[src/hdl/ysr_pkg.sv]
// ----------------------------------------------------------------------------
// ysr_pkg
// Shared types, constants and helpers for the scaled YUYV readback block.
// ----------------------------------------------------------------------------
package ysr_pkg;

    // Default largest supported image side
    localparam int YSR_MAX_SIDE = 1024;

    // Fixed field widths
    localparam int REG_W   = 11;
    localparam int OFS_W   = 21;
    localparam int COLOR_W = 8;
    localparam int IDX_W   = 2;

    // Register indexes
    localparam logic [IDX_W-1:0] CFG_SRC_WIDTH  = 2'd0;
    localparam logic [IDX_W-1:0] CFG_SRC_HEIGHT = 2'd1;
    localparam logic [IDX_W-1:0] CFG_DST_WIDTH  = 2'd2;
    localparam logic [IDX_W-1:0] CFG_DST_HEIGHT = 2'd3;

    // Register reset values
    localparam logic [REG_W-1:0] RST_SRC_WIDTH  = 11'd640;
    localparam logic [REG_W-1:0] RST_SRC_HEIGHT = 11'd480;
    localparam logic [REG_W-1:0] RST_DST_WIDTH  = 11'd640;
    localparam logic [REG_W-1:0] RST_DST_HEIGHT = 11'd480;

    // Input word actions
    localparam logic ACT_START = 1'b0;
    localparam logic ACT_FETCH = 1'b1;

    // BT.601 studio range to RGB, 8.8 fixed point
    localparam int COEF_Y     = 298;
    localparam int COEF_R_CR  = 409;
    localparam int COEF_G_CB  = 100;
    localparam int COEF_G_CR  = 208;
    localparam int COEF_B_CB  = 516;
    localparam int ROUND_HALF = 128;
    localparam int LUMA_OFS   = 16;
    localparam int CHROMA_OFS = 128;

    typedef struct packed {
        logic               action;
        logic [COLOR_W-1:0] luma_first;
        logic [COLOR_W-1:0] chroma_blue;
        logic [COLOR_W-1:0] luma_second;
        logic [COLOR_W-1:0] chroma_red;
    } ysr_in_t;

    typedef struct packed {
        logic               pixel_valid;
        logic [COLOR_W-1:0] red;
        logic [COLOR_W-1:0] green;
        logic [COLOR_W-1:0] blue;
        logic [OFS_W-1:0]   fetch_offset;
        logic               last_pixel;
    } ysr_out_t;

    typedef enum logic [2:0] {
        ST_IDLE,
        ST_PRODUCT,
        ST_DIV_LOAD,
        ST_DIVIDE,
        ST_OFFSET,
        ST_RESULT
    } ysr_state_t;

    // Controller to datapath
    typedef struct packed {
        logic accept;
        logic product_en;
        logic div_start;
        logic offset_en;
        logic result_load;
    } ysr_cmd_t;

    // Datapath to controller
    typedef struct packed {
        logic need_locate;
        logic div_done;
        logic out_free;
    } ysr_status_t;

    // Floor by 256 and clamp to 0..255
    function automatic logic [COLOR_W-1:0] clamp_channel(input logic signed [18:0] v);
        logic [COLOR_W-1:0] res;
        begin
            if (v[18]) begin
                res = '0;
            end else if (|v[17:16]) begin
                res = '1;
            end else begin
                res = v[15:8];
            end
            return res;
        end
    endfunction

endpackage

[src/hdl/yuyv_scaled_readback_to_rgb.sv]
// ----------------------------------------------------------------------------
// yuyv_scaled_readback_to_rgb
// Nearest-neighbor scaled readback of a packed Y1 Cb Y2 Cr buffer as RGB.
// ----------------------------------------------------------------------------
// Usage:
//   s_ channel: a start word (action 0) restarts the walk at pixel (0,0) and
//   returns the first pair offset. Each fetch word (action 1) carries the pair
//   at the last returned offset; the block returns the converted pixel and the
//   offset of the pair for the next destination pixel (0 with last_pixel on
//   the final one). A fetch word while no walk runs returns an all-zero word.
//   m_ channel: one word per input word, in order.
//   cfg_ port: sizes, written while the block is idle.
// Timing: a word that needs a new offset passes the product, divider load,
//   divide, offset and result states before m_valid rises; the two serial
//   dividers, one quotient bit a cycle, run side by side in the divide state.
//   Other words go from the product state straight to the result state. The
//   next word is accepted in the cycle after a result loads.
// Reset: sizes return to 640x480 both sides, the walk goes idle, no word out.
// Stall: the result waits in the output register; the block takes and works
//   on the next word meanwhile and holds before loading its result.
// ----------------------------------------------------------------------------
module yuyv_scaled_readback_to_rgb import ysr_pkg::*; #(
    parameter int MAX_SIDE = YSR_MAX_SIDE
) (
    input  logic             aclk,
    input  logic             aresetn,
    input  logic             cfg_wr_en,
    input  logic [IDX_W-1:0] cfg_index,
    input  logic [REG_W-1:0] cfg_data,
    input  logic             s_valid,
    output logic             s_ready,
    input  ysr_in_t          s_data,
    output logic             m_valid,
    input  logic             m_ready,
    output ysr_out_t         m_data
);

    ysr_cmd_t    cmd;
    ysr_status_t status;

    ysr_ctrl u_ctrl (
        .aclk    (aclk),
        .aresetn (aresetn),
        .s_valid (s_valid),
        .s_ready (s_ready),
        .status  (status),
        .cmd     (cmd)
    );

    ysr_datapath #(.MAX_SIDE(MAX_SIDE)) u_datapath (
        .aclk      (aclk),
        .aresetn   (aresetn),
        .cfg_wr_en (cfg_wr_en),
        .cfg_index (cfg_index),
        .cfg_data  (cfg_data),
        .s_data    (s_data),
        .cmd       (cmd),
        .status    (status),
        .m_valid   (m_valid),
        .m_ready   (m_ready),
        .m_data    (m_data)
    );

endmodule

[src/hdl/ysr_div.sv]
// ----------------------------------------------------------------------------
// ysr_div
// Radix-2 restoring divider, one quotient bit per cycle.
// ----------------------------------------------------------------------------
module ysr_div #(
    parameter int DW = 21,
    parameter int VW = 11
) (
    input  logic          aclk,
    input  logic          aresetn,
    input  logic          start,
    input  logic [DW-1:0] dividend,
    input  logic [VW-1:0] divisor,
    output logic [DW-1:0] quotient,
    output logic          done
);

    localparam int CNTW = $clog2(DW + 1);

    logic [CNTW-1:0] cnt_reg, cnt_next;
    logic            done_reg, done_next;
    logic [DW-1:0]   quot_reg, quot_next;
    logic [VW-1:0]   rem_reg, rem_next;
    logic [VW-1:0]   div_reg;
    logic [VW:0]     trial;
    logic            fits;

    // One restoring step: shift in the next dividend bit, subtract if it fits
    assign trial = {rem_reg, quot_reg[DW-1]};
    assign fits  = trial >= {1'b0, div_reg};

    always_comb begin
        cnt_next  = cnt_reg;
        quot_next = quot_reg;
        rem_next  = rem_reg;
        done_next = 1'b0;
        if (start) begin
            cnt_next  = CNTW'(DW);
            quot_next = dividend;
            rem_next  = '0;
        end else if (cnt_reg != '0) begin
            cnt_next  = cnt_reg - CNTW'(1);
            quot_next = {quot_reg[DW-2:0], fits};
            rem_next  = fits ? VW'(trial - {1'b0, div_reg}) : trial[VW-1:0];
            done_next = (cnt_reg == CNTW'(1));
        end
    end

    // Control state
    always_ff @(posedge aclk) begin
        if (!aresetn) begin
            cnt_reg  <= '0;
            done_reg <= 1'b0;
        end else begin
            cnt_reg  <= cnt_next;
            done_reg <= done_next;
        end
    end

    // Operands and partial results
    always_ff @(posedge aclk) begin
        quot_reg <= quot_next;
        rem_reg  <= rem_next;
        if (start) begin
            div_reg <= divisor;
        end
    end

    assign quotient = quot_reg;
    assign done     = done_reg;

endmodule

[src/hdl/ysr_datapath.sv]
// ----------------------------------------------------------------------------
// ysr_datapath
// Size registers, walk counters, source locator and color conversion.
// ----------------------------------------------------------------------------
module ysr_datapath import ysr_pkg::*; #(
    parameter int MAX_SIDE = YSR_MAX_SIDE
) (
    input  logic               aclk,
    input  logic               aresetn,
    input  logic               cfg_wr_en,
    input  logic [IDX_W-1:0]   cfg_index,
    input  logic [REG_W-1:0]   cfg_data,
    input  ysr_in_t            s_data,
    input  ysr_cmd_t           cmd,
    output ysr_status_t        status,
    output logic               m_valid,
    input  logic               m_ready,
    output ysr_out_t           m_data
);

    localparam int CW   = $clog2(MAX_SIDE);
    localparam int SW   = $clog2(MAX_SIDE + 1);
    localparam int PW   = CW + SW;
    localparam int CMPW = (SW > REG_W) ? SW : REG_W;
    localparam int LW   = OFS_W - 1;

    // Size registers
    logic [REG_W-1:0] src_w_reg, src_h_reg, dst_w_reg, dst_h_reg;

    always_ff @(posedge aclk) begin
        if (!aresetn) begin
            src_w_reg <= RST_SRC_WIDTH;
            src_h_reg <= RST_SRC_HEIGHT;
            dst_w_reg <= RST_DST_WIDTH;
            dst_h_reg <= RST_DST_HEIGHT;
        end else if (cfg_wr_en) begin
            unique case (cfg_index)
                CFG_SRC_WIDTH:  src_w_reg <= cfg_data;
                CFG_SRC_HEIGHT: src_h_reg <= cfg_data;
                CFG_DST_WIDTH:  dst_w_reg <= cfg_data;
                CFG_DST_HEIGHT: dst_h_reg <= cfg_data;
                default: ;
            endcase
        end
    end

    // Zero counts as one, anything above the largest side as that side
    function automatic logic [SW-1:0] eff_side(input logic [REG_W-1:0] v);
        logic [CMPW-1:0] ext;
        logic [SW-1:0]   res;
        begin
            ext = CMPW'(v);
            if (ext == '0) begin
                res = SW'(1);
            end else if (ext > CMPW'(MAX_SIDE)) begin
                res = SW'(MAX_SIDE);
            end else begin
                res = SW'(ext);
            end
            return res;
        end
    endfunction

    logic [SW-1:0] sw, sh, dw, dh;
    assign sw = eff_side(src_w_reg);
    assign sh = eff_side(src_h_reg);
    assign dw = eff_side(dst_w_reg);
    assign dh = eff_side(dst_h_reg);

    // Walk state and captured word
    logic [CW-1:0]      col_reg, row_reg;
    logic               active_reg, odd_reg;
    logic               pix_reg, last_reg, need_reg;
    logic [COLOR_W-1:0] y_reg, cb_reg, cr_reg;
    logic               line_end, image_end;
    logic               div_done_x, div_done_y;
    logic [PW-1:0]      sx, sy;

    assign line_end  = ((SW+1)'(col_reg) + (SW+1)'(1)) >= (SW+1)'(dw);
    assign image_end = line_end && (((SW+1)'(row_reg) + (SW+1)'(1)) >= (SW+1)'(dh));

    always_ff @(posedge aclk) begin
        if (!aresetn) begin
            col_reg    <= '0;
            row_reg    <= '0;
            active_reg <= 1'b0;
            odd_reg    <= 1'b0;
            pix_reg    <= 1'b0;
            last_reg   <= 1'b0;
            need_reg   <= 1'b0;
        end else if (cmd.accept) begin
            if (s_data.action == ACT_START) begin
                col_reg    <= '0;
                row_reg    <= '0;
                active_reg <= 1'b1;
                pix_reg    <= 1'b0;
                last_reg   <= 1'b0;
                need_reg   <= 1'b1;
            end else if (!active_reg) begin
                pix_reg  <= 1'b0;
                last_reg <= 1'b0;
                need_reg <= 1'b0;
            end else begin
                pix_reg <= 1'b1;
                if (image_end) begin
                    last_reg   <= 1'b1;
                    need_reg   <= 1'b0;
                    active_reg <= 1'b0;
                    col_reg    <= '0;
                    row_reg    <= '0;
                    odd_reg    <= 1'b0;
                end else begin
                    last_reg <= 1'b0;
                    need_reg <= 1'b1;
                    if (line_end) begin
                        col_reg <= '0;
                        row_reg <= row_reg + CW'(1);
                    end else begin
                        col_reg <= col_reg + CW'(1);
                    end
                end
            end
        end else if (div_done_x) begin
            odd_reg <= sx[0];
        end
    end

    // Pixel bytes; luma picked by the parity of the current source column
    always_ff @(posedge aclk) begin
        if (cmd.accept) begin
            y_reg  <= odd_reg ? s_data.luma_second : s_data.luma_first;
            cb_reg <= s_data.chroma_blue;
            cr_reg <= s_data.chroma_red;
        end
    end

    // Scale products for the source position
    logic [PW-1:0] xprod_reg, yprod_reg;

    always_ff @(posedge aclk) begin
        if (cmd.product_en) begin
            xprod_reg <= PW'(col_reg) * PW'(sw);
            yprod_reg <= PW'(row_reg) * PW'(sh);
        end
    end

    // Two serial dividers, run side by side
    ysr_div #(.DW(PW), .VW(SW)) u_div_x (
        .aclk     (aclk),
        .aresetn  (aresetn),
        .start    (cmd.div_start),
        .dividend (xprod_reg),
        .divisor  (dw),
        .quotient (sx),
        .done     (div_done_x)
    );

    ysr_div #(.DW(PW), .VW(SW)) u_div_y (
        .aclk     (aclk),
        .aresetn  (aresetn),
        .start    (cmd.div_start),
        .dividend (yprod_reg),
        .divisor  (dh),
        .quotient (sy),
        .done     (div_done_y)
    );

    // Pair offset: line base product, then even column added at load
    logic [LW-1:0] base_reg, sxe_reg;

    always_ff @(posedge aclk) begin
        if (cmd.offset_en) begin
            base_reg <= LW'(LW'(sy) * LW'(sw));
            sxe_reg  <= LW'({sx[PW-1:1], 1'b0});
        end
    end

    // Color products
    logic signed [9:0]  c_s, d_s, e_s;
    logic signed [18:0] pc_reg, pre_reg, pgd_reg, pge_reg, pbd_reg;
    logic signed [18:0] r_sum, g_sum, b_sum;

    assign c_s = $signed({2'b00, y_reg})  - 10'(LUMA_OFS);
    assign d_s = $signed({2'b00, cb_reg}) - 10'(CHROMA_OFS);
    assign e_s = $signed({2'b00, cr_reg}) - 10'(CHROMA_OFS);

    always_ff @(posedge aclk) begin
        if (cmd.product_en) begin
            pc_reg  <= 19'(c_s) * 19'(COEF_Y);
            pre_reg <= 19'(e_s) * 19'(COEF_R_CR);
            pgd_reg <= 19'(d_s) * 19'(COEF_G_CB);
            pge_reg <= 19'(e_s) * 19'(COEF_G_CR);
            pbd_reg <= 19'(d_s) * 19'(COEF_B_CB);
        end
    end

    assign r_sum = pc_reg + pre_reg + 19'(ROUND_HALF);
    assign g_sum = pc_reg - pgd_reg - pge_reg + 19'(ROUND_HALF);
    assign b_sum = pc_reg + pbd_reg + 19'(ROUND_HALF);

    // Output register
    logic     m_valid_reg, m_valid_next;
    ysr_out_t m_data_reg, m_data_next;

    always_comb begin
        m_valid_next = m_valid_reg;
        if (cmd.result_load) begin
            m_valid_next = 1'b1;
        end else if (m_ready) begin
            m_valid_next = 1'b0;
        end
        m_data_next.pixel_valid  = pix_reg;
        m_data_next.red          = pix_reg ? clamp_channel(r_sum) : '0;
        m_data_next.green        = pix_reg ? clamp_channel(g_sum) : '0;
        m_data_next.blue         = pix_reg ? clamp_channel(b_sum) : '0;
        m_data_next.fetch_offset = need_reg ? {LW'(base_reg + sxe_reg), 1'b0} : '0;
        m_data_next.last_pixel   = last_reg;
    end

    always_ff @(posedge aclk) begin
        if (!aresetn) begin
            m_valid_reg <= 1'b0;
        end else begin
            m_valid_reg <= m_valid_next;
        end
    end

    always_ff @(posedge aclk) begin
        if (cmd.result_load) begin
            m_data_reg <= m_data_next;
        end
    end

    assign m_valid = m_valid_reg;
    assign m_data  = m_data_reg;

    assign status.need_locate = need_reg;
    assign status.div_done    = div_done_x & div_done_y;
    assign status.out_free    = !m_valid_reg || m_ready;

    // Checks
    a_idle_at_origin: assert property (@(posedge aclk) disable iff (!aresetn)
        !active_reg |-> (col_reg == '0) && (row_reg == '0))
        else $error("walk idle but counters not at origin");

    a_blank_word: assert property (@(posedge aclk) disable iff (!aresetn)
        m_valid_reg && !m_data_reg.pixel_valid |->
            (m_data_reg.red == '0) && (m_data_reg.green == '0) &&
            (m_data_reg.blue == '0) && !m_data_reg.last_pixel)
        else $error("word without pixel carries color or last flag");

    a_last_no_fetch: assert property (@(posedge aclk) disable iff (!aresetn)
        m_valid_reg && m_data_reg.last_pixel |-> (m_data_reg.fetch_offset == '0))
        else $error("last pixel requests a further fetch");

endmodule

[src/hdl/ysr_ctrl.sv]
// ----------------------------------------------------------------------------
// ysr_ctrl
// Sequencer: accept, products, divide and offset when a new offset is needed, deliver.
// ----------------------------------------------------------------------------
module ysr_ctrl import ysr_pkg::*; (
    input  logic        aclk,
    input  logic        aresetn,
    input  logic        s_valid,
    output logic        s_ready,
    input  ysr_status_t status,
    output ysr_cmd_t    cmd
);

    ysr_state_t state_reg, state_next;

    always_ff @(posedge aclk) begin
        if (!aresetn) begin
            state_reg <= ST_IDLE;
        end else begin
            state_reg <= state_next;
        end
    end

    always_comb begin
        state_next = state_reg;
        cmd        = '0;
        s_ready    = 1'b0;
        unique case (state_reg)
            ST_IDLE: begin
                s_ready = 1'b1;
                if (s_valid) begin
                    cmd.accept = 1'b1;
                    state_next = ST_PRODUCT;
                end
            end
            ST_PRODUCT: begin
                cmd.product_en = 1'b1;
                state_next     = status.need_locate ? ST_DIV_LOAD : ST_RESULT;
            end
            ST_DIV_LOAD: begin
                cmd.div_start = 1'b1;
                state_next    = ST_DIVIDE;
            end
            ST_DIVIDE: begin
                if (status.div_done) begin
                    state_next = ST_OFFSET;
                end
            end
            ST_OFFSET: begin
                cmd.offset_en = 1'b1;
                state_next    = ST_RESULT;
            end
            ST_RESULT: begin
                if (status.out_free) begin
                    cmd.result_load = 1'b1;
                    state_next      = ST_IDLE;
                end
            end
            default: begin
                state_next = ST_IDLE;
            end
        endcase
    end

    // Checks
    a_accept_seq: assert property (@(posedge aclk) disable iff (!aresetn)
        cmd.accept |=> (state_reg == ST_PRODUCT))
        else $error("accepted word did not enter product stage");

    a_div_done_place: assert property (@(posedge aclk) disable iff (!aresetn)
        status.div_done |-> (state_reg == ST_DIVIDE))
        else $error("divider finished outside divide state");

    a_load_free: assert property (@(posedge aclk) disable iff (!aresetn)
        cmd.result_load |-> status.out_free)
        else $error("result loaded over a pending word");

endmodule

[config.mk]
export PLATFORM = sky130hd
export DESIGN_NAME = yuyv_scaled_readback_to_rgb
export DESIGN_NICKNAME = d
export VERILOG_FILES = /design/src/hdl/ysr_pkg.sv /design/src/hdl/yuyv_scaled_readback_to_rgb.sv /design/src/hdl/ysr_div.sv /design/src/hdl/ysr_datapath.sv /design/src/hdl/ysr_ctrl.sv
export SDC_FILE = /design/constraint.sdc
export NUM_CORES = 2
export LEC_CHECK = 0
export BUFFER_PORTS_ARGS = -buffer_cell sky130_fd_sc_hd__buf_2
export CORE_UTILIZATION = 50
export CTS_CLUSTER_SIZE = 25
export DETAILED_ROUTE_END_ITERATION = 12
export MAX_ROUTING_LAYER = met4
export PLACE_DENSITY = 0.66
export SETUP_SLACK_MARGIN = 0.4
export SLEW_MARGIN = 20
export SYNTH_ARGS = -nofsm -noshare
export SYNTH_HDL_FRONTEND = slang
export SYNTH_SLANG_ARGS = --single-unit
export TNS_END_PERCENT = 5
[constraint.sdc]
create_clock -name aclk -period 28.3 [get_ports aclk]
set_clock_uncertainty 0.15 [all_clocks]
set_input_delay 2.83 -clock aclk [delete_from_list [all_inputs] [get_ports aclk]]
set_output_delay 2.83 -clock aclk [all_outputs]
set_load 0.005 [all_outputs]
==> Implementation_results.wiki <==
{| class="wikitable"
! Metric !! Value
|-
| Area added between synthesis and finish || 8.71%
|-
| Global Route Usage Sum || 0.225
|-
| Max Cap Violations || 0
|-
| Run status || complete, no violations
|-
| Final Hold Viols || 0
|-
| Warnings from Yosys || 0
|-
| Setup repair after global routing missed its margin || no
|-
| Post-detailed-placement half-perimeter wirelength || 60,000 µm
|-
| Worst setup path class || flop to flop
|-
| DP Cell Count || 4,586
|-
| First-pass GRT wire length || roughly 130,000 µm
|-
| Initial drt markers || 1,447
|-
| I/O pin count || 100
|-
| Endpoint kind of the worst setup timing path || flop
|-
| Clock Sinks || 399
|-
| TritonCTS clock tree || done
|-
| Most frequent cell on the critical path || fa_1
|-
| Required time reported for the critical path endpoint || between 20,000 and 30,000 ps
|-
| Last weighted congestion value of the routability-driven placer || just under 0.9
|-
| Total count of max-transition violations in the final report || 0
|-
| Cts-stage hold buffer count || 0
|-
| Post-route worst setup slack || 21,120 ps
|-
| Overflow left after global routing || 0
|-
| Transition time of the tightest slew-check pin || ~1100 ps
|-
| Final core utilization || 0.552
|-
| Via count of the first global-routing pass || 24,800
|-
| Worst vdd rail ir drop || between 70 and 80 µV
|-
| Overall die height || roughly 270 µm
|-
| Initial antenna violation count || 1
|-
| Maximum fanout along the worst path || 25
|-
| Detail Route Antenna Nets || 0
|-
| Gates resized, CTS repair || 0
|-
| Worst setup SP type || flop
|-
| Site Rows || between 90 and 100
|-
| Flip-flop count of the largest register, all copies and words added || 46
|-
| List of cells traversed by the critical path || nor4_1 -> nand3_1 -> o21ai_1 -> buf_4 -> and2_1 -> nand2_1 -> fa_1 -> inv_1 -> fa_1 -> inv_1 -> fa_1 -> inv_1 -> fa_1 -> fa_1 -> ha_1 -> nor4_1 -> o211ai_1 -> a31oi_1 -> o31ai_1 -> or4_1 -> a31o_2 -> a21oi_1 -> xnor2_1
|-
| Source-to-sink clock delay at the later pin of the worst-skew pair || between 600 and 700 ps
|-
| Seq/Total Area, Yosys || 0.306
|-
| Clock-pin slew on the worst setup and hold paths || 60 ps
|-
| FF/Latch Area || 10,900 µm²
|-
| Starting density of the core || 0.508
|-
| Tot Pwr || 3.34 mW
|-
| Number of filler cells placed in the layout || roughly 6,400
|-
| First drt pass iteration count || 5
|-
| Signal arrival time at the worst endpoint || roughly 7400 ps
|-
| Per-instance average area after synthesis || just under 10 µm²
|-
| Number of CTS-inserted buffers || 48
|-
| Total area of multi-input combinational cells || between 20,000 and 25,000 µm²
|-
| Delay of the slowest cell on the worst path || about 520 ps
|-
| Pin count of the biggest net entering global routing || 63
|-
| Flip-flop cell with the highest count after synthesis || edfxtp_1
|-
| Setup Slack @ Placement || 21,290 ps
|-
| Post-route DRC violation count || 0
|-
| Register bit total from synthesis || 399
|-
| Share of the cycle needed by the critical path after routing || 0.254
|-
| Cell area after synthesis || between 30,000 and 40,000 µm²
|-
| Clock root buffer master || clkbuf_16
|-
| Number of enable-type register cells in the synthesized netlist || just under 300
|-
| Synthesized netlist net count || roughly 4,500
|-
| Total core area || 70,400 µm²
|-
| P per Cell Area || around 86 nW/µm²
|-
| Die Area || 72,500 µm²
|-
| Time the worst path needs with I/O delays and setup || roughly 7200 ps
|-
| Static leakage || approximately 18 nW
|-
| Buffers on Ports || 98
|-
| Post-CTS Setup Bufs || 0
|-
| Tightest slew margin relative to the limit || 0.233
|-
| Number of H-tree branching levels || 2
|-
| Vias || 25,000
|-
| Hold Crit Class || flop to flop
|-
| Final setup violation count || 0
|-
| Routed wirelength normalized by instance count || roughly 17 µm
|-
| Layout cells sized above 1 || 0.0648
|-
| Maximum achievable frequency || between 100 and 150 MHz
|-
| Gate count after technology mapping || ~3,600
|-
| Wire length after detailed routing || approximately 80,000 µm
|-
| Detailed-route vias per instance || between 5 and 6
|-
| Setup tns final || 0 ps
|-
| Post-layout nets || ~4,500
|-
| Number of standard cells in the layout, taps in and fillers out || between 4,000 and 5,000
|-
| Horizontal die dimension || about 270 µm
|-
| Proportion of synthesized flip-flops having asynchronous set or reset || 0
|-
| Library cells used by synthesis || between 70 and 80
|-
| Cell with the largest stage delay on the worst path || and2_1
|-
| Buffer levels on the longest clock path || 3
|}
[synth_stat cells, types with 18 or more instances]
cell      number  share of area
clkbuf_1     116          0.012
nand3b_1      19         0.0040
inv_1        514          0.054
edfxtp_1     293           0.25
xnor2_1      132          0.032
nor2b_1       38         0.0067
dfxtp_1      106          0.059
a31oi_1       18         0.0032
o21ai_0       98          0.014
nor3_1        62         0.0087
and3_1        43         0.0075
a211oi_1      21         0.0044
nand2_1      509          0.053
o21a_1        52          0.011
a21oi_1      158          0.022
fa_1         307           0.17
a21o_1        29         0.0061
and2_1       190          0.033
ha_1         471           0.16
nand3_1       56         0.0078
xor2_1        48          0.012
nand2b_1      20         0.0035
nor2_1       152          0.016
[critical path: cells and delay by family, from the launching register on]
kind / cells / cell delay, ps
buffers and inverters: 4 / 410
XOR/XNOR: 1 / 90
adder cells (fa/ha/maj): 6 / 2730
AND/OR/NAND/NOR: 6 / 1870
flip-flops: 1 / 460
AO/OA/AOI/OAI: 6 / 1190
[path summary, 6_finish.rpt]
kind	depth (start not counted)	from	end	slack, ps
hold / removal	0	u_datapath.last_reg	u_datapath.m_data[0]	290
setup / recovery	23	u_datapath.src_w_reg[6]	u_datapath.xprod_reg[19]	21120
setup reg to reg	23	u_datapath.src_w_reg[6]	u_datapath.xprod_reg[19]	21120
hold reg to reg	0	u_datapath.last_reg	u_datapath.m_data[0]	290
[routing by layer]
layer / track usage / routed length [µm] / up-vias
li1: - / - / 12200
met1: 0.298 / 35800 / 12200
met2: 0.371 / 37000 / 470
met3: 0.0224 / 3270 / 119
met4: 0.0582 / 1860 / 0
met5: - / 0 / -
[cells in the final DEF (no fill, tap or decap), types with 98 or more instances in the layout]
cell / instances
ha_1: 471
a21oi_1: 157
edfxtp_1: 293
xnor2_1: 132
inv_1: 512
dfxtp_1: 106
and2_1: 190
nand2_1: 509
fa_1: 307
buf_2: 98
nor2_1: 152
[cell families (layout without fill, tap and decap cells)]
logic type | count (synthesis) | count (layout) | share of synthesized area
DFF | 399 | 399 | 0.306
adders and majority gates | 778 | 778 | 0.337
other | 1 | 3 | 0.000105
muxes | 28 | 28 | 0.00862
AOI/OAI and AO/OA | 473 | 473 | 0.0840
xor gates and xnor gates | 180 | 180 | 0.0441
and+or+nand+nor | 1150 | 1150 | 0.153
buffers and inverters | 640 | 727 | 0.0674
[layout make-up]
cell class | count | area share
clock buffers | 51 | 0.0312
inverters | 517 | 0.0500
clock inverters | 39 | 0.0130
well taps | 940 | 0.0303
multi-input cells | 2610 | 0.577
repair buffers | 120 | 0.0169
diodes | 2 | 0.000129
flip-flops and latches | 399 | 0.281
[where the power goes]
group | switching (mW) | internal [mW]
combinational | 0.967 | 0.743
sequential | 0.137 | 0.826
clock | 0.268 | 0.398
total | 1.37 | 1.97
[metrics by stage]
stage	instance area [µm²]	hold WS, ps
CTS	38800	291
global placement	37100	263
detailed placement	37100	276
floorplan	35700	258
finish	38800	287
global route	38800	307
Power figures use the tool's default switching activity.
